File: config.mk
export PLATFORM = sky130hd
export DESIGN_NAME = far_stage
export DESIGN_NICKNAME = d
export VERILOG_FILES = /design/src/rtl/far_pkg.sv /design/src/rtl/far_stage.sv
export SDC_FILE = /design/constraint.sdc
export NUM_CORES = 1
export LEC_CHECK = 0
export BUFFER_PORTS_ARGS = -buffer_cell sky130_fd_sc_hd__buf_2
export CELL_PAD_IN_SITES_DETAIL_PLACEMENT = 1
export CELL_PAD_IN_SITES_GLOBAL_PLACEMENT = 1
export CORE_AREA = 2 2 103 105
export DETAILED_ROUTE_END_ITERATION = 6
export DIE_AREA = 0 0 105 107
export PLACE_DENSITY_LB_ADDON = 0.1
export SLEW_MARGIN = 40
export SYNTH_ARGS = -nofsm -noshare
export SYNTH_HDL_FRONTEND = slang
export SYNTH_SLANG_ARGS = --single-unit
File: constraint.sdc
create_clock -name clock -period 7.1 [get_ports clock]
set_input_delay 1.065 -clock clock [delete_from_list [all_inputs] [get_ports clock]]
set_output_delay 1.065 -clock clock [all_outputs]
set_load 0.02 [all_outputs]
File: src/rtl/far_pkg.sv
package far_pkg;

   localparam int ADDR_BITS  = 24;
   localparam int FieldBits  = 24;
   localparam int KeyBits    = 24;
   localparam int IndexBits  = 2;
   localparam int LoBits     = ADDR_BITS / 2;
   localparam int HiBits     = ADDR_BITS - LoBits;
   localparam int WideBits   = (ADDR_BITS > FieldBits) ? ADDR_BITS : FieldBits;

   typedef logic [FieldBits-1:0] field_type;
   typedef logic [KeyBits-1:0]   key_type;
   typedef logic [IndexBits-1:0] index_type;
   typedef logic [LoBits-1:0]    lo_type;
   typedef logic [HiBits-1:0]    hi_type;

   typedef enum logic [IndexBits-1:0] {
      CSR_KEY_ONE   = 2'd0,
      CSR_KEY_TWO   = 2'd1,
      CSR_KEY_THREE = 2'd2
   } csr_index_type;

   typedef enum logic {
      MIX_HIGH = 1'b0,
      MIX_LOW  = 1'b1
   } mix_type;

   // low half on top: the packed layout is the output word
   typedef struct packed {
      lo_type lo;
      hi_type hi;
   } state_type;

   typedef struct packed {
      key_type one;
      key_type two;
      key_type three;
   } keys_type;

   function automatic hi_type round_hi(lo_type a, key_type k);
      hi_type t;
      t = hi_type'(a) ^ k[HiBits-1:0];
      return hi_type'(t * t);
   endfunction

   function automatic lo_type round_lo(hi_type a, key_type k);
      lo_type t;
      t = a[LoBits-1:0] ^ k[LoBits-1:0];
      return lo_type'(t * t);
   endfunction

   function automatic state_type to_state(field_type f);
      logic [WideBits-1:0] w;
      state_type s;
      w = WideBits'(f);
      s.lo = w[LoBits-1:0];
      s.hi = w[ADDR_BITS-1:LoBits];
      return s;
   endfunction

   function automatic field_type to_field(state_type s);
      logic [WideBits-1:0] w;
      w = WideBits'(s);
      return w[FieldBits-1:0];
   endfunction

endpackage

File: src/rtl/far_stage.sv
module far_stage import far_pkg::*; (
   input  logic      clock,
   input  logic      reset,
   input  mix_type   mix,
   input  key_type   key,
   input  logic      in_valid,
   output logic      in_ready,
   input  state_type in_state,
   output logic      out_valid,
   input  logic      out_ready,
   output state_type out_state
);

   logic      valid_ff, valid_in;
   state_type state_ff, state_in;

   assign in_ready = !valid_ff || out_ready;
   assign valid_in = in_ready ? in_valid : valid_ff;

   always_comb begin
      state_in = in_state;
      unique case (mix)
         MIX_HIGH: state_in.hi = in_state.hi ^ round_hi(in_state.lo, key);
         MIX_LOW:  state_in.lo = in_state.lo ^ round_lo(in_state.hi, key);
      endcase
   end

   always_ff @(posedge clock) begin
      if (reset) begin
         valid_ff <= 1'b0;
      end else begin
         valid_ff <= valid_in;
      end
   end

   // advance payload only on a transfer into this stage
   always_ff @(posedge clock) begin
      if (in_valid && in_ready) begin
         state_ff <= state_in;
      end
   end

   assign out_valid = valid_ff;
   assign out_state = state_ff;

endmodule

== Word-level counts from Yosys, hierarchy flattened ==
Index checks and enable logic that the tools add are counted.

* Bits in registers: 25
* Input bits: 53
* Output and inout port bits: 26
* Logic and storage cells: 14

* Multipliers: 2
* Muxes and demuxes: 2
* Bitwise operators: 4
* Reduce and logical (&&, ||, !) cells: 3

{| class="wikitable"
|+ Operator list
! cell !! number
|-
| XOR 12 bit || 4
|-
| multiplier 12 x 12 -> 12 bit || 2
|-
| 2-to-1 mux 12 bit || 2
|-
| logical AND 1 bit || 1
|-
| zero test 1 bit || 1
|-
| logical OR 1 bit || 1
|}

== Longest topological paths before layout ==
* Depth after elaboration: 4
* Gate-level depth with buffers: 18
* Gate-level depth less buffers: 18

== Worst setup path before layout ==
OpenSTA, ideal clock, no wires.

* Path kind: input -> register
* Start: in key[5]
* End: reg state_ff (netlist bit out_state[22]) (data pin)
* Setup time: 0.258 ns
* Arrival time: 5.040 ns
* Required time: 6.842 ns
* Slack: 1.802 ns
* Cell stages on the path: 16
* Path buffers: 0
* Cells stage by stage: xor2_1 inv_1 nor2_1 fa_1 ha_1 fa_1 inv_1 fa_1 fa_1 inv_1 ha_1 o21ai_1 a21boi_1 or4_1 nand3_1 xor2_1

{| class="wikitable"
|+ RTL lines
! item !! line !! RTL
|-
| start, declared || far_stage.sv:5 || <nowiki>input key_type key,</nowiki>
|-
| end signal, assigned || far_stage.sv:39 || <nowiki>state_ff <= state_in;</nowiki>
|-
| end, declared || far_stage.sv:15 || <nowiki>state_type state_ff, state_in;</nowiki>
|}

==> impl_metrics.json <==
{
  "outcome": "finished, final reports clean",
  "gr-usage-met1_pct": 28.1,
  "p_total_uw": 2310,
  "firstDrtPassIters": 4,
  "drt_iter0_markers": 130,
  "finalHoldViolations": 0,
  "vias": 3229,
  "chipWidth_microns": 105,
  "syn_to_final_growth_pct": 12.5,
  "timing.reg2reg.worst_path_depth": 2,
  "place_area_sq_um": 4850,
  "cts_buffers": 3,
  "grt_pass1_vias": 3573,
  "yosys.area.top_type": "fa_1",
  "cts.sinks": 25,
  "tightestPinTransition_ns": 0.811,
  "timing.rr.end": "out_state[3]$_DFFE_PP_",
  "use_met3_pct": 2.13,
  "drc": 0,
  "post-route-period-util_pct": 82.1,
  "cellPowerDensity_nw_per_um2": 471,
  "htreeDepth": 1,
  "grt.total_usage_pct": 20.1,
  "grt_overflow": 0,
  "syn-mean-instance-area_sq_um": 9.44,
  "arrival_ns": 5.87,
  "rsz0062_at_grt": "no",
  "final_design_area_no_fill_sq_um": 4910,
  "crit_path_max_fanout": 4,
  "cts_hold_buffers": 0,
  "start_util_pct": 43.2,
  "netSwitchingPower_uw": 1160,
  "ant_nets": 0,
  "diodes": 0,
  "regToRegSetupSlack_ns": 5.77,
  "ctsResizeCount": 0,
  "layout_commonest_cell": "inv_1",
  "hpwl_microns": 9490,
  "final_cell_mix": "inv_1 (104), buf_2 (65), fa_1 (62)",
  "crit_type": "in -> reg",
  "portBuffers": 65,
  "layout-drive-gt1-share_pct": 14.0,
  "synth_cell_type_count": 30,
  "pre_cts_ws_ns": 1.00,
  "grt.busiest_layer": "met2",
  "netlist_area_sq_um": 4360,
  "finalMaxSlewViolations": 0,
  "drt-vias-per-instance": 4.86,
  "setup.worst_path.start_class": "input port",
  "clk_latency_ns": 0.28,
  "p_comb_share_pct": 84.4,
  "hold_start": "out_valid$_SDFFE_PP0N_",
  "grt_max_degree": 27,
  "dieHeight_microns": 107,
  "rr_startpoint": "out_valid$_SDFFE_PP0N_",
  "setup_tns_ns": 0,
  "synth.area.top_cells": "fa_1 (28%), edfxtp_1 (17%), ha_1 (14%)",
  "cts-root-buf": "clkbuf_8",
  "core-area_sq_um": 10100,
  "cts_tree": "built",
  "wl_per_cell_microns": 15.8,
  "synth_top_cell_area_share_pct": 28.5,
  "endpoint_kind": "flip-flop",
  "ios": 79,
  "synth_cells": 462,
  "swShare_pct": 50.0,
  "rows": 37,
  "min_to": "out_valid$_SDFFE_PP0N_",
  "peakVddDrop_v": 0.000432,
  "synth.net_count": 627,
  "ys_ff_latch": 25,
  "yosysWarningCount": 0,
  "post_cts_buffers": 0,
  "routed_wl_microns": 10500,
  "final-setup-viol-count": 0,
  "period_needed_ns": 5.83,
  "clockPowerShare_pct": 3.9,
  "clockBufferDepth": 2,
  "cap_violations": 0,
  "path_clk_slew_ns": 0.10,
  "skew_ns": 0.00279,
  "finalWorstSetupSlack_ns": 1.27,
  "gp_congestion": 0.821,
  "grt_use_met2_pct": 34.1,
  "hold_depth": 2,
  "worst_ep_required_time_ns": 7.14,
  "leakage_uw": 0.00244,
  "antenna_found_initial": 0,
  "max_slew_margin_pct": 45.6,
  "ys_seq_area_share_pct": 17.0,
  "max_freq_mhz": 172,
  "hold_ws_ns": 0.526,
  "hp-class": "reg -> reg",
  "p_seq_share_pct": 11.7,
  "die_area_sq_um": 11200,
  "final_nets": 694,
  "internal_power_uw": 1160,
  "grt_pass1_wl_microns": 17600
}
## synthesized netlist by cell type (all sizes together)
| master | instances |
|---|---|
| nor3 | 9 |
| inv | 104 |
| buf | 2 |
| a21o | 2 |
| nor4b | 1 |
| xor2 | 27 |
| nor2b | 4 |
| nand3 | 3 |
| or3b | 1 |
| nor2 | 52 |
| fa | 62 |
| a211oi | 4 |
| or4 | 1 |
| dfxtp | 1 |
| or3 | 1 |
| ha | 50 |
| o211ai | 1 |
| nand2 | 33 |
| xnor2 | 46 |
| nand2b | 4 |
| nor3b | 2 |
| xnor3 | 2 |
| and2 | 1 |
| a21boi | 2 |
| or2 | 2 |
| edfxtp | 24 |
| o21ai | 12 |
| a21oi | 6 |
| clkbuf | 3 |
## area by class of cell
cell class                      count  area [sq um]
Multi-Input combinational cell    328          3220
Timing Repair Buffer               67           340
Fill cell                        1211          5180
Clock buffer                        3          41.3
Clock inverter                      1          5.00
Sequential cell                    25           741
Tap cell                          136           170
Inverter                          104           390
## power groups by stage
stage	Clock [uW]	Combinational (uW)	Sequential (uW)
2_1_floorplan	0	1460	337
6_report	90.6	1950	271
5_1_grt	96.8	2250	275
3_3_place_gp	0	1890	273
3_5_place_dp	0	1970	275
4_1_cts	93.4	1990	272
## metrics by stage
step	instances	utilization (%)
final	664	48.6
after floorplan	462	-
after CTS	664	48.5
after global routing	664	48.6
after global placement	660	48.0
after detailed placement	660	48.0
## worst max-delay path by stage
stage / slack [ns] / end / depth (start not counted) / start
final: 1.27 / out_state[11]$_DFFE_PP_ / 17 / key[4]
after global routing: 1.01 / out_state[11]$_DFFE_PP_ / 19 / key[4]
after CTS: 1.25 / out_state[11]$_DFFE_PP_ / 17 / key[4]
after detailed placement: 1.00 / out_state[11]$_DFFE_PP_ / 17 / key[4]
after global placement: 1.13 / out_state[22]$_DFFE_PP_ / 19 / in_state[2]
after floorplan: 1.80 / out_state[22]$_DFFE_PP_ / 16 / key[5]
## critical path, stage by stage
cell     delay [ns]
buf_2          0.12
xnor2_1        0.47
inv_1          0.24
nand2_1        0.21
fa_1           0.46
fa_1           0.52
inv_1          0.06
fa_1           0.49
fa_1           0.49
inv_1          0.05
fa_1           0.37
xor2_1         0.15
xnor3_1        0.42
xnor2_1        0.31
xnor2_1        0.20
nor2_1         0.08
xor2_1         0.16
## cell families after synthesis
group / Yosys count / synth area share [%]
adders and majority gates: 112 / 42.8
and+or+nand+nor: 114 / 11.3
AOI/OAI and AO/OA: 27 / 3.62
DFF: 25 / 17.0
xor gates and xnor gates: 75 / 15.7
buffers and inverters: 109 / 9.56
## sequential cells by signal, summed over array words and instances, names as in the netlist
register,flops
out_valid,1
out_state,24
## layer usage
| metal | share of wire, % | routed length, microns |
|---|---|---|
| met1 | 48 | 5020 |
| met5 | 0 | 0 |
| met3 | 3.9 | 412 |
| met2 | 47 | 4910 |
| met4 | 1.3 | 136 |
Note: power is estimated with default switching activity, not from simulation.
