==> config.mk <==
export PLATFORM = sky130hd
export DESIGN_NAME = far_csr
export DESIGN_NICKNAME = d
export VERILOG_FILES = /design/src/rtl/far_pkg.sv /design/src/rtl/far_csr.sv
export SDC_FILE = /design/constraint.sdc
export NUM_CORES = 1
export LEC_CHECK = 0
export BUFFER_PORTS_ARGS = -buffer_cell sky130_fd_sc_hd__buf_2
export CORE_MARGIN = 5
export CORE_UTILIZATION = 49
export DETAILED_ROUTE_END_ITERATION = 8
export PLACE_DENSITY_LB_ADDON = 0.3
export SETUP_SLACK_MARGIN = 0.4
export SYNTH_ARGS = -nofsm -noshare
export SYNTH_HDL_FRONTEND = slang
export SYNTH_SLANG_ARGS = --single-unit
==> constraint.sdc <==
create_clock -name clock -period 1.2 [get_ports clock]
set_input_delay 0.24 -clock clock [delete_from_list [all_inputs] [get_ports clock]]
set_output_delay 0.24 -clock clock [all_outputs]
set_load 0.02 [all_outputs]
==> src/rtl/far_pkg.sv <==
package far_pkg;

   localparam int ADDR_BITS  = 24;
   localparam int FieldBits  = 24;
   localparam int KeyBits    = 24;
   localparam int IndexBits  = 2;
   localparam int LoBits     = ADDR_BITS / 2;
   localparam int HiBits     = ADDR_BITS - LoBits;
   localparam int WideBits   = (ADDR_BITS > FieldBits) ? ADDR_BITS : FieldBits;

   typedef logic [FieldBits-1:0] field_type;
   typedef logic [KeyBits-1:0]   key_type;
   typedef logic [IndexBits-1:0] index_type;
   typedef logic [LoBits-1:0]    lo_type;
   typedef logic [HiBits-1:0]    hi_type;

   typedef enum logic [IndexBits-1:0] {
      CSR_KEY_ONE   = 2'd0,
      CSR_KEY_TWO   = 2'd1,
      CSR_KEY_THREE = 2'd2
   } csr_index_type;

   typedef enum logic {
      MIX_HIGH = 1'b0,
      MIX_LOW  = 1'b1
   } mix_type;

   // low half on top: the packed layout is the output word
   typedef struct packed {
      lo_type lo;
      hi_type hi;
   } state_type;

   typedef struct packed {
      key_type one;
      key_type two;
      key_type three;
   } keys_type;

   function automatic hi_type round_hi(lo_type a, key_type k);
      hi_type t;
      t = hi_type'(a) ^ k[HiBits-1:0];
      return hi_type'(t * t);
   endfunction

   function automatic lo_type round_lo(hi_type a, key_type k);
      lo_type t;
      t = a[LoBits-1:0] ^ k[LoBits-1:0];
      return lo_type'(t * t);
   endfunction

   function automatic state_type to_state(field_type f);
      logic [WideBits-1:0] w;
      state_type s;
      w = WideBits'(f);
      s.lo = w[LoBits-1:0];
      s.hi = w[ADDR_BITS-1:LoBits];
      return s;
   endfunction

   function automatic field_type to_field(state_type s);
      logic [WideBits-1:0] w;
      w = WideBits'(s);
      return w[FieldBits-1:0];
   endfunction

endpackage

==> src/rtl/far_csr.sv <==
module far_csr import far_pkg::*; (
   input  logic      clock,
   input  logic      reset,
   input  logic      wr_valid,
   input  index_type wr_index,
   input  key_type   wr_data,
   output logic      wr_ready,
   output keys_type  keys
);

   keys_type keys_ff, keys_in;

   always_comb begin
      keys_in = keys_ff;
      if (wr_valid) begin
         unique case (wr_index)
            CSR_KEY_ONE:   keys_in.one   = wr_data;
            CSR_KEY_TWO:   keys_in.two   = wr_data;
            CSR_KEY_THREE: keys_in.three = wr_data;
            default:       keys_in       = keys_ff;
         endcase
      end
   end

   always_ff @(posedge clock) begin
      if (reset) begin
         keys_ff <= '0;
      end else begin
         keys_ff <= keys_in;
      end
   end

   assign wr_ready = 1'b1;
   assign keys     = keys_ff;

endmodule

After elaboration in Yosys (flattened, before gate mapping)
Cells that the tools add are included.
- eq/ne operators: 2
- reductions and logical operators: 4
- operator list (cell ; count):
    AND reduction 2 bit ; 3
    equality test 2 x 1 -> 1 bit, second input constant ; 1
    equality test 2 bit, second input constant ; 1
    logical NOT 2 bit ; 1
- register bits: 72
- bits of input ports: 29
- output and inout bits: 73

Longest topological paths before layout
Gate-level depths: netlist (run 1).
- depth in word-level cells: 2
- depth in mapped cells: 4
- gate-level depth less buffers: 2

Worst setup path after synthesis (run 1)
No wires, ideal clock.
- path kind: input -> register
- from: input port wr_index[0]
- to: register keys_ff, in the netlist keys[55]
- slack: 208 ps
- data required time: 1128 ps
- arrival time: 920 ps
- stages: 4
- path through: nor3b_2 buf_4 buf_6 mux2i_1
- cells in the longest elaborated chain, start to end: 2
- ends and longest elaborated chain (what ; line ; text):
    start, declared ; far_csr.sv:5 ; input index_type wr_index,
    logical NOT 2 bit ; far_csr.sv:16 ; unique case (wr_index)
    AND reduction 2 bit (no source line) ; n/a ;
    end signal, assigned ; far_csr.sv:29 ; keys_ff <= keys_in;
    end, declared ; far_csr.sv:11 ; keys_type keys_ff, keys_in;
No other way between the ends.
A chain may end at the register's enable or synchronous reset.

Worst setup path in the final report (run 1)
- from: register keys_ff, in the netlist keys[18]
- to: output port keys[18] in the netlist's numbering
- RTL lines (what ; line ; text):
    end, declared ; far_csr.sv:8 ; output keys_type keys
No word-level cell between the ends.

==> impl_metrics.prom, run 1 <==
# TYPE chip_impl_metric gauge
chip_impl_info{name="status",value="completed"} 1
chip_impl_metric{name="synth.distinct_cells",unit=""} 12
chip_impl_metric{name="final-instance-count-excl-fill",unit=""} 485
chip_impl_metric{name="required",unit="ns"} 0.96
chip_impl_metric{name="fp.coreArea",unit="mm2"} 0.00589
chip_impl_metric{name="cellLeakagePower",unit="nW"} 2.25
chip_impl_metric{name="drt-total-wl",unit="um"} 7730
chip_impl_metric{name="clkSinkCount",unit=""} 72
chip_impl_metric{name="layout.core_utilization",unit="%"} 78.6
chip_impl_metric{name="r2r_setup_slack",unit="ns"} 0.38
chip_impl_metric{name="groute.usage.overall",unit="%"} 19.3
chip_impl_metric{name="netlist.area_leader.share",unit="%"} 49.0
chip_impl_info{name="synth.area.top_cells",value="sky130_fd_sc_hd__dfxtp_1 49%, sky130_fd_sc_hd__mux2i_1 25%, sky130_fd_sc_hd__nand2b_1 20%"} 1
chip_impl_metric{name="power_per_cell_area",unit="mW/mm2"} 1130
chip_impl_info{name="cp_slowest_cell",value="sky130_fd_sc_hd__dfxtp_2"} 1
chip_impl_metric{name="syn-mean-instance-area",unit="um2"} 11.1
chip_impl_metric{name="critPathMaxStageDelay",unit="ns"} 0.36
chip_impl_metric{name="yosysWarnings",unit=""} 0
chip_impl_metric{name="post-route-period-util",unit="%"} 87.3
chip_impl_info{name="worst_r2r_endpoint",value="keys[27]"} 1
chip_impl_metric{name="hold-worst-slack",unit="ns"} 0.211
chip_impl_metric{name="die-area",unit="mm2"} 0.00765
chip_impl_metric{name="synthCells",unit=""} 266
chip_impl_metric{name="sequential_cell_area",unit="mm2"} 0.00153
chip_impl_metric{name="layout_area_overhead",unit="%"} 57.3
chip_impl_metric{name="drt_pass1_iterations",unit=""} 4
chip_impl_metric{name="port-buffer-count",unit=""} 100
chip_impl_metric{name="clock.fmax",unit="MHz"} 955
chip_impl_metric{name="chipHeight",unit="um"} 87.5
chip_impl_metric{name="postSynthNetCount",unit=""} 295
chip_impl_info{name="end_kind",value="output pin"} 1
chip_impl_metric{name="cts_made_buffers",unit=""} 9
chip_impl_metric{name="ys_async_sr_fraction",unit="%"} 0
chip_impl_info{name="r2r-start",value="keys[27]"} 1
chip_impl_metric{name="largest_reg_flops",unit=""} 72
chip_impl_metric{name="timing.final.setup_violations",unit=""} 0
chip_impl_metric{name="place.detailed.hpwl",unit="um"} 4210
chip_impl_metric{name="die_x",unit="um"} 87.5
chip_impl_metric{name="clock_latency",unit="ns"} 0.33
chip_impl_info{name="unrepaired_setup_endpoints_after_global_routing",value="yes"} 1
chip_impl_metric{name="number_of_global_route_vias_before_repair",unit=""} 2372
chip_impl_metric{name="final_antenna_net_count",unit=""} 0
chip_impl_metric{name="design.final.nets",unit=""} 434
chip_impl_metric{name="filler_cell_count",unit=""} 394
chip_impl_metric{name="cts_htree_levels",unit=""} 3
chip_impl_metric{name="postLayoutSetupSlackWorst",unit="ns"} 0.152
chip_impl_info{name="hp-class",value="in -> reg"} 1
chip_impl_metric{name="ys_seq_area_share",unit="%"} 49.0
chip_impl_metric{name="clock_path_buffers",unit=""} 2
chip_impl_metric{name="multi_input_comb_area",unit="mm2"} 0.00138
chip_impl_metric{name="pin_count_of_the_biggest_net_entering_global_routing",unit=""} 60
chip_impl_metric{name="final_max_slew_viol_count",unit=""} 0
chip_impl_metric{name="critPathArrivalTime",unit="ns"} 0.81
chip_impl_info{name="synth.cells.most_frequent",value="96 x sky130_fd_sc_hd__nand2b_1, 72 x sky130_fd_sc_hd__dfxtp_1, 72 x sky130_fd_sc_hd__mux2i_1"} 1
chip_impl_metric{name="drive_gt1_share",unit="%"} 57.8
chip_impl_info{name="critical_path_launch_point_type",value="flip-flop"} 1
chip_impl_info{name="tritoncts",value="done"} 1
chip_impl_metric{name="initial_core_util",unit="%"} 50.0
chip_impl_metric{name="postPlaceCellArea",unit="mm2"} 0.00351
chip_impl_metric{name="route.detailed.vias_per_inst",unit=""} 4.81
chip_impl_metric{name="grt_pass1_wl",unit="um"} 11400
chip_impl_metric{name="place_congestion",unit=""} 0.683
chip_impl_info{name="endpoint",value="keys[18]"} 1
chip_impl_metric{name="post_synth_instance_area",unit="mm2"} 0.00294
chip_impl_metric{name="max_cap_violations",unit=""} 0
chip_impl_info{name="critPathKind",value="reg -> out"} 1
chip_impl_metric{name="placedCellCount",unit=""} 426
chip_impl_metric{name="worst_ir_drop_vdd",unit="V"} 0.000866
chip_impl_metric{name="critical_path.max_fanout",unit=""} 2
chip_impl_metric{name="final.min_clock_period",unit="ns"} 1.05
chip_impl_metric{name="worst-r2r-cell-count",unit=""} 4
chip_impl_info{name="synthMostInstantiatedCell",value="sky130_fd_sc_hd__nand2b_1"} 1
chip_impl_metric{name="finalPower",unit="mW"} 5.23
chip_impl_metric{name="critical_path_depth",unit=""} 1
chip_impl_metric{name="drt_drc_violations_left",unit=""} 0
chip_impl_metric{name="report.final.hold_viol_count",unit=""} 0
chip_impl_info{name="synth_area_leader_cell",value="sky130_fd_sc_hd__dfxtp_1"} 1
chip_impl_info{name="dominantRegCellSynth",value="sky130_fd_sc_hd__dfxtp_1"} 1
chip_impl_info{name="cp_cell_sequence",value="buf_6"} 1
chip_impl_metric{name="ys_seq_elements",unit=""} 72
chip_impl_metric{name="critical_path_buf_inv_count",unit=""} 1
chip_impl_metric{name="worst_clock_skew",unit="ns"} 0
chip_impl_metric{name="average_wire_length_per_cell_after_detail_routing",unit="um"} 15.9
chip_impl_metric{name="num_rows",unit=""} 28
chip_impl_metric{name="grt_overflow_total",unit=""} 0
chip_impl_metric{name="drt_iter0_drc",unit=""} 65
chip_impl_metric{name="vias",unit=""} 2331
chip_impl_metric{name="antenna-diode-count",unit=""} 0
chip_impl_metric{name="placement.setup.worst_slack",unit="ns"} -0.0214
chip_impl_metric{name="synth_edf_count",unit=""} 0
chip_impl_info{name="cp-startpoint",value="keys[18]"} 1
chip_impl_metric{name="antenna_violations_before_repair",unit=""} 0
chip_impl_metric{name="io_pins",unit=""} 102
chip_impl_metric{name="final.setup.tns",unit="ns"} 0
chip_impl_metric{name="final_design_area_no_fill",unit="mm2"} 0.00463
chip_impl_metric{name="cts.reportedPaths.clkPinSlew",unit="ns"} 0.07
chip_impl_info{name="cpLargestDelayFamily",value="flip-flops"} 1
chip_impl_info{name="ctsRootBufferMaster",value="sky130_fd_sc_hd__clkbuf_8"} 1
## report_power, final
| part | switching (mW) | internal, mW |
|---|---|---|
| sequential | 0.0645 | 2.49 |
| combinational | 0.339 | 0.415 |
| clock | 0.852 | 1.07 |
## metal layers
layer	vias up	wire length [um]	track usage, %
met1	1105	3160	22.4
met5	-	0	0
met4	0	204	7.53
met2	69	3900	33.1
met3	16	461	5.96
li1	1141	-	-
## how the worst min path moves through the flow
stage                startpoint  endpoint  slack [ns]  depth (start not counted)
floorplan           wr_data[23]  keys[47]        0.44                          2
global placement       keys[50]  keys[50]        0.45                          2
detailed placement     keys[52]  keys[52]        0.46                          2
CTS                  wr_data[3]  keys[27]        0.20                          3
global route         wr_data[0]   keys[0]        0.22                          3
finish               wr_data[3]  keys[27]        0.21                          3
## cell usage in the layout (no fill, tap or decap), drive strengths merged
master | synthesis | routed
and3b | 1 | 1
buf | 11 | 146
bufinv | 0 | 1
clkbuf | 9 | 15
clkinv | 0 | 2
conb | 1 | 1
dfxtp | 72 | 72
mux2i | 72 | 72
nand2b | 96 | 96
nand3b | 2 | 2
nor3b | 1 | 1
or3b | 1 | 1
## logic make-up (layout without fill, tap and decap cells)
logic type             count (synthesis)  after routing  synth area share, %
and+or+nand+nor                      101            101                 22.0
other                                  1              1                0.128
buffers and inverters                 20            164                 4.34
DFF                                   72             72                 49.0
muxes                                 72             72                 24.5
## repair_timing
item / in CTS / in global routing
pin swaps: 0 / 1
buffers inserted: 12 / 29
cloned: 0 / 2
endpoints found under the setup margin: 78 / 78
hold buffers: 0 / 0
resized for setup: 217 / 5
## cell type report
cell class | instances | area share, %
Multi-Input combinational cell | 174 | 29.8
Tap cell | 75 | 2.03
Timing Repair Buffer | 148 | 30.7
Clock inverter | 3 | 0.866
Sequential cell | 72 | 33.1
Clock buffer | 13 | 3.44
(Power assumes the default switching activity.)
==> inputs of run 2 (changes only) <==
--- a/config.mk
+++ b/config.mk
@@ -5,12 +5,13 @@
 export SDC_FILE = /design/constraint.sdc
 export NUM_CORES = 1
 export LEC_CHECK = 0
-export BUFFER_PORTS_ARGS = -buffer_cell sky130_fd_sc_hd__buf_2
+export BUFFER_PORTS_ARGS = -buffer_cell sky130_fd_sc_hd__buf_4
 export CORE_MARGIN = 5
 export CORE_UTILIZATION = 49
 export DETAILED_ROUTE_END_ITERATION = 8
 export PLACE_DENSITY_LB_ADDON = 0.3
 export SETUP_SLACK_MARGIN = 0.4
+export SKIP_LAST_GASP = 1
 export SYNTH_ARGS = -nofsm -noshare
 export SYNTH_HDL_FRONTEND = slang
 export SYNTH_SLANG_ARGS = --single-unit
==> run 2 against run 1 <==
Compared with the run above: clock skew stayed put; non-clock buffer count is 5 higher; register-to-register slack hardly changed; maximum frequency is 2.0% lower; clock-buffer cell count is 2 lower; die area stayed put; flip-flop and latch count stayed put; via count is 0.51% lower; largest cell class is now buffers.
==> impl_metrics.prom, run 2 (synthesis results as in run 1) <==
# TYPE chip_impl_metric gauge
chip_impl_info{name="status",value="completed"} 1
chip_impl_info{name="layout_commonest_cell",value="sky130_fd_sc_hd__nand2b_1"} 1
chip_impl_metric{name="clock_latency",unit="ns"} 0.33
chip_impl_metric{name="largest_reg_flops",unit=""} 72
chip_impl_metric{name="power_per_cell_area",unit="mW/mm2"} 1130
chip_impl_metric{name="critPathMaxStageDelay",unit="ns"} 0.37
chip_impl_metric{name="p_sw",unit="mW"} 1.31
chip_impl_metric{name="vias",unit=""} 2319
chip_impl_metric{name="clkSinkCount",unit=""} 72
chip_impl_metric{name="route.detailed.vias_per_inst",unit=""} 4.73
chip_impl_info{name="unrepaired_setup_endpoints_after_global_routing",value="yes"} 1
chip_impl_metric{name="die_x",unit="um"} 87.5
chip_impl_metric{name="die-area",unit="mm2"} 0.00765
chip_impl_metric{name="num_rows",unit=""} 28
chip_impl_metric{name="global_route.usage.met2",unit="%"} 32.9
chip_impl_info{name="ctsRootBufferMaster",value="sky130_fd_sc_hd__clkbuf_8"} 1
chip_impl_info{name="cp_cell_sequence",value="buf_6"} 1
chip_impl_metric{name="pin_count_of_the_biggest_net_entering_global_routing",unit=""} 42
chip_impl_metric{name="design.final.nets",unit=""} 439
chip_impl_metric{name="cts.hold.buffers_added",unit=""} 0
chip_impl_metric{name="final_antenna_net_count",unit=""} 0
chip_impl_metric{name="critPathArrivalTime",unit="ns"} 0.83
chip_impl_info{name="hp-class",value="in -> reg"} 1
chip_impl_metric{name="initial_core_util",unit="%"} 50.0
chip_impl_metric{name="critical_path_buf_inv_count",unit=""} 1
chip_impl_info{name="cpLargestDelayFamily",value="flip-flops"} 1
chip_impl_metric{name="finalPower",unit="mW"} 5.44
chip_impl_metric{name="fp.coreArea",unit="mm2"} 0.00589
chip_impl_metric{name="drt_drc_violations_left",unit=""} 0
chip_impl_metric{name="clock_path_buffers",unit=""} 2
chip_impl_metric{name="drt_iter0_drc",unit=""} 94
chip_impl_metric{name="cts_made_buffers",unit=""} 9
chip_impl_info{name="end_kind",value="output pin"} 1
chip_impl_metric{name="final.min_clock_period",unit="ns"} 1.07
chip_impl_metric{name="post-route-period-util",unit="%"} 89.1
chip_impl_metric{name="drt-total-wl",unit="um"} 7800
chip_impl_metric{name="max_cap_violations",unit=""} 0
chip_impl_metric{name="comb_power_share",unit="%"} 15.0
chip_impl_info{name="layout.cells.most_common_list",value="95 x sky130_fd_sc_hd__nand2b_1, 83 x sky130_fd_sc_hd__buf_6, 72 x sky130_fd_sc_hd__dfxtp_2"} 1
chip_impl_info{name="critPathKind",value="reg -> out"} 1
chip_impl_metric{name="port-buffer-count",unit=""} 100
chip_impl_metric{name="io_pins",unit=""} 102
chip_impl_info{name="tritoncts",value="done"} 1
chip_impl_info{name="cp_slowest_cell",value="sky130_fd_sc_hd__dfxtp_2"} 1
chip_impl_metric{name="average_wire_length_per_cell_after_detail_routing",unit="um"} 15.9
chip_impl_metric{name="global_route.usage.met3",unit="%"} 4.54
chip_impl_metric{name="final_max_slew_viol_count",unit=""} 0
chip_impl_metric{name="cellLeakagePower",unit="nW"} 2.31
chip_impl_metric{name="groute.usage.overall",unit="%"} 19.7
chip_impl_metric{name="cts_htree_levels",unit=""} 3
chip_impl_metric{name="layout_area_overhead",unit="%"} 64.0
chip_impl_metric{name="antenna-diode-count",unit=""} 0
chip_impl_metric{name="place.detailed.hpwl",unit="um"} 4460
chip_impl_metric{name="critical_path.max_fanout",unit=""} 2
chip_impl_metric{name="place_congestion",unit=""} 0.709
chip_impl_metric{name="report.final.hold_viol_count",unit=""} 0
chip_impl_metric{name="share_seq_of_total_power",unit="%"} 46.9
chip_impl_metric{name="worst_clock_skew",unit="ns"} 0
chip_impl_metric{name="drt_pass1_iterations",unit=""} 4
chip_impl_metric{name="cell_internal_pwr",unit="mW"} 4.13
chip_impl_metric{name="clock.fmax",unit="MHz"} 935
chip_impl_metric{name="timing.final.setup_violations",unit=""} 0
chip_impl_metric{name="chipHeight",unit="um"} 87.5
chip_impl_metric{name="required",unit="ns"} 0.96
chip_impl_metric{name="grt_pass1_wl",unit="um"} 11600
chip_impl_metric{name="gr-usage-met1",unit="%"} 24.1
chip_impl_metric{name="drive_gt1_share",unit="%"} 59.0
chip_impl_metric{name="grt_overflow_total",unit=""} 0
chip_impl_info{name="grt.busiest_layer",value="met2"} 1
chip_impl_metric{name="final.setup.tns",unit="ns"} 0
chip_impl_metric{name="placedCellCount",unit=""} 427
chip_impl_metric{name="power.clock.fraction",unit="%"} 38.1
chip_impl_metric{name="filler_cell_count",unit=""} 362
chip_impl_metric{name="final-instance-count-excl-fill",unit=""} 490
chip_impl_metric{name="antenna_violations_before_repair",unit=""} 0
chip_impl_metric{name="number_of_global_route_vias_before_repair",unit=""} 2412
chip_impl_metric{name="cts.reportedPaths.clkPinSlew",unit="ns"} 0.08
chip_impl_metric{name="worst_ir_drop_vdd",unit="V"} 0.000685
chip_impl_info{name="critical_path_launch_point_type",value="flip-flop"} 1
chip_impl_metric{name="power.share.switching",unit="%"} 24.1
## run 2: worst min-delay path: cells and delay by family
family / cells / cell delay [ns]
buffers and inverters: 1 / 0.07
muxes: 1 / 0.12
and+or+nand+nor: 1 / 0.08
## run 2: repair_timing
item / 4_1_cts / 5_1_grt
pin swaps: 0 / 2
setup buffers: 20 / 24
gates resized for setup: 151 / 12
setup endpoints to repair: 96 / 110
cloned: 2 / 1
## run 2: worst paths after layout
kind	from	to	slack [ns]	cells after the start
max	keys[5]	keys[5]	0.13	1
min reg2reg	keys[50]	keys[50]	0.48	2
min	wr_data[7]	keys[31]	0.22	3
max reg2reg	keys[64]	keys[64]	0.37	4
## run 2: layout make-up
type / instances / area (um2) / share of cell area [%]
timing repair buffer: 153 / 1590 / 32.9
sequential: 72 / 1530 / 31.8
multi-input combinational: 174 / 1400 / 28.9
clock buffer: 11 / 131 / 2.73
tap: 75 / 93.8 / 1.95
clock inverter: 5 / 81.3 / 1.69
## run 2: stage by stage
step,worst slack (ns),hold slack [ns],cell area [um2],utilization (%)
2_1_floorplan,0.221,0.438,3000,-
4_1_cts,0.139,0.201,4570,77.6
3_3_place_gp,0.00567,0.459,3770,64.1
3_5_place_dp,-0.0166,0.466,3770,64.1
6_report,0.131,0.222,4820,81.9
5_1_grt,0.114,0.230,4820,81.9
## run 2: metal layers
| metal | wire (um) | vias up |
|---|---|---|
| li1 | - | 1156 |
| met1 | 3310 | 1091 |
| met2 | 3940 | 61 |
| met3 | 414 | 11 |
| met4 | 133 | 0 |
| met5 | 0 | - |
## run 2: power groups by stage
stage	clock (mW)	sequential (mW)	combinational, mW
final	2.07	2.55	0.814
after global routing	2.24	2.56	0.862
after CTS	2.11	2.55	0.750
after detailed placement	0	2.58	0.635
after global placement	0	2.57	0.627
after floorplan	0	2.67	0.282
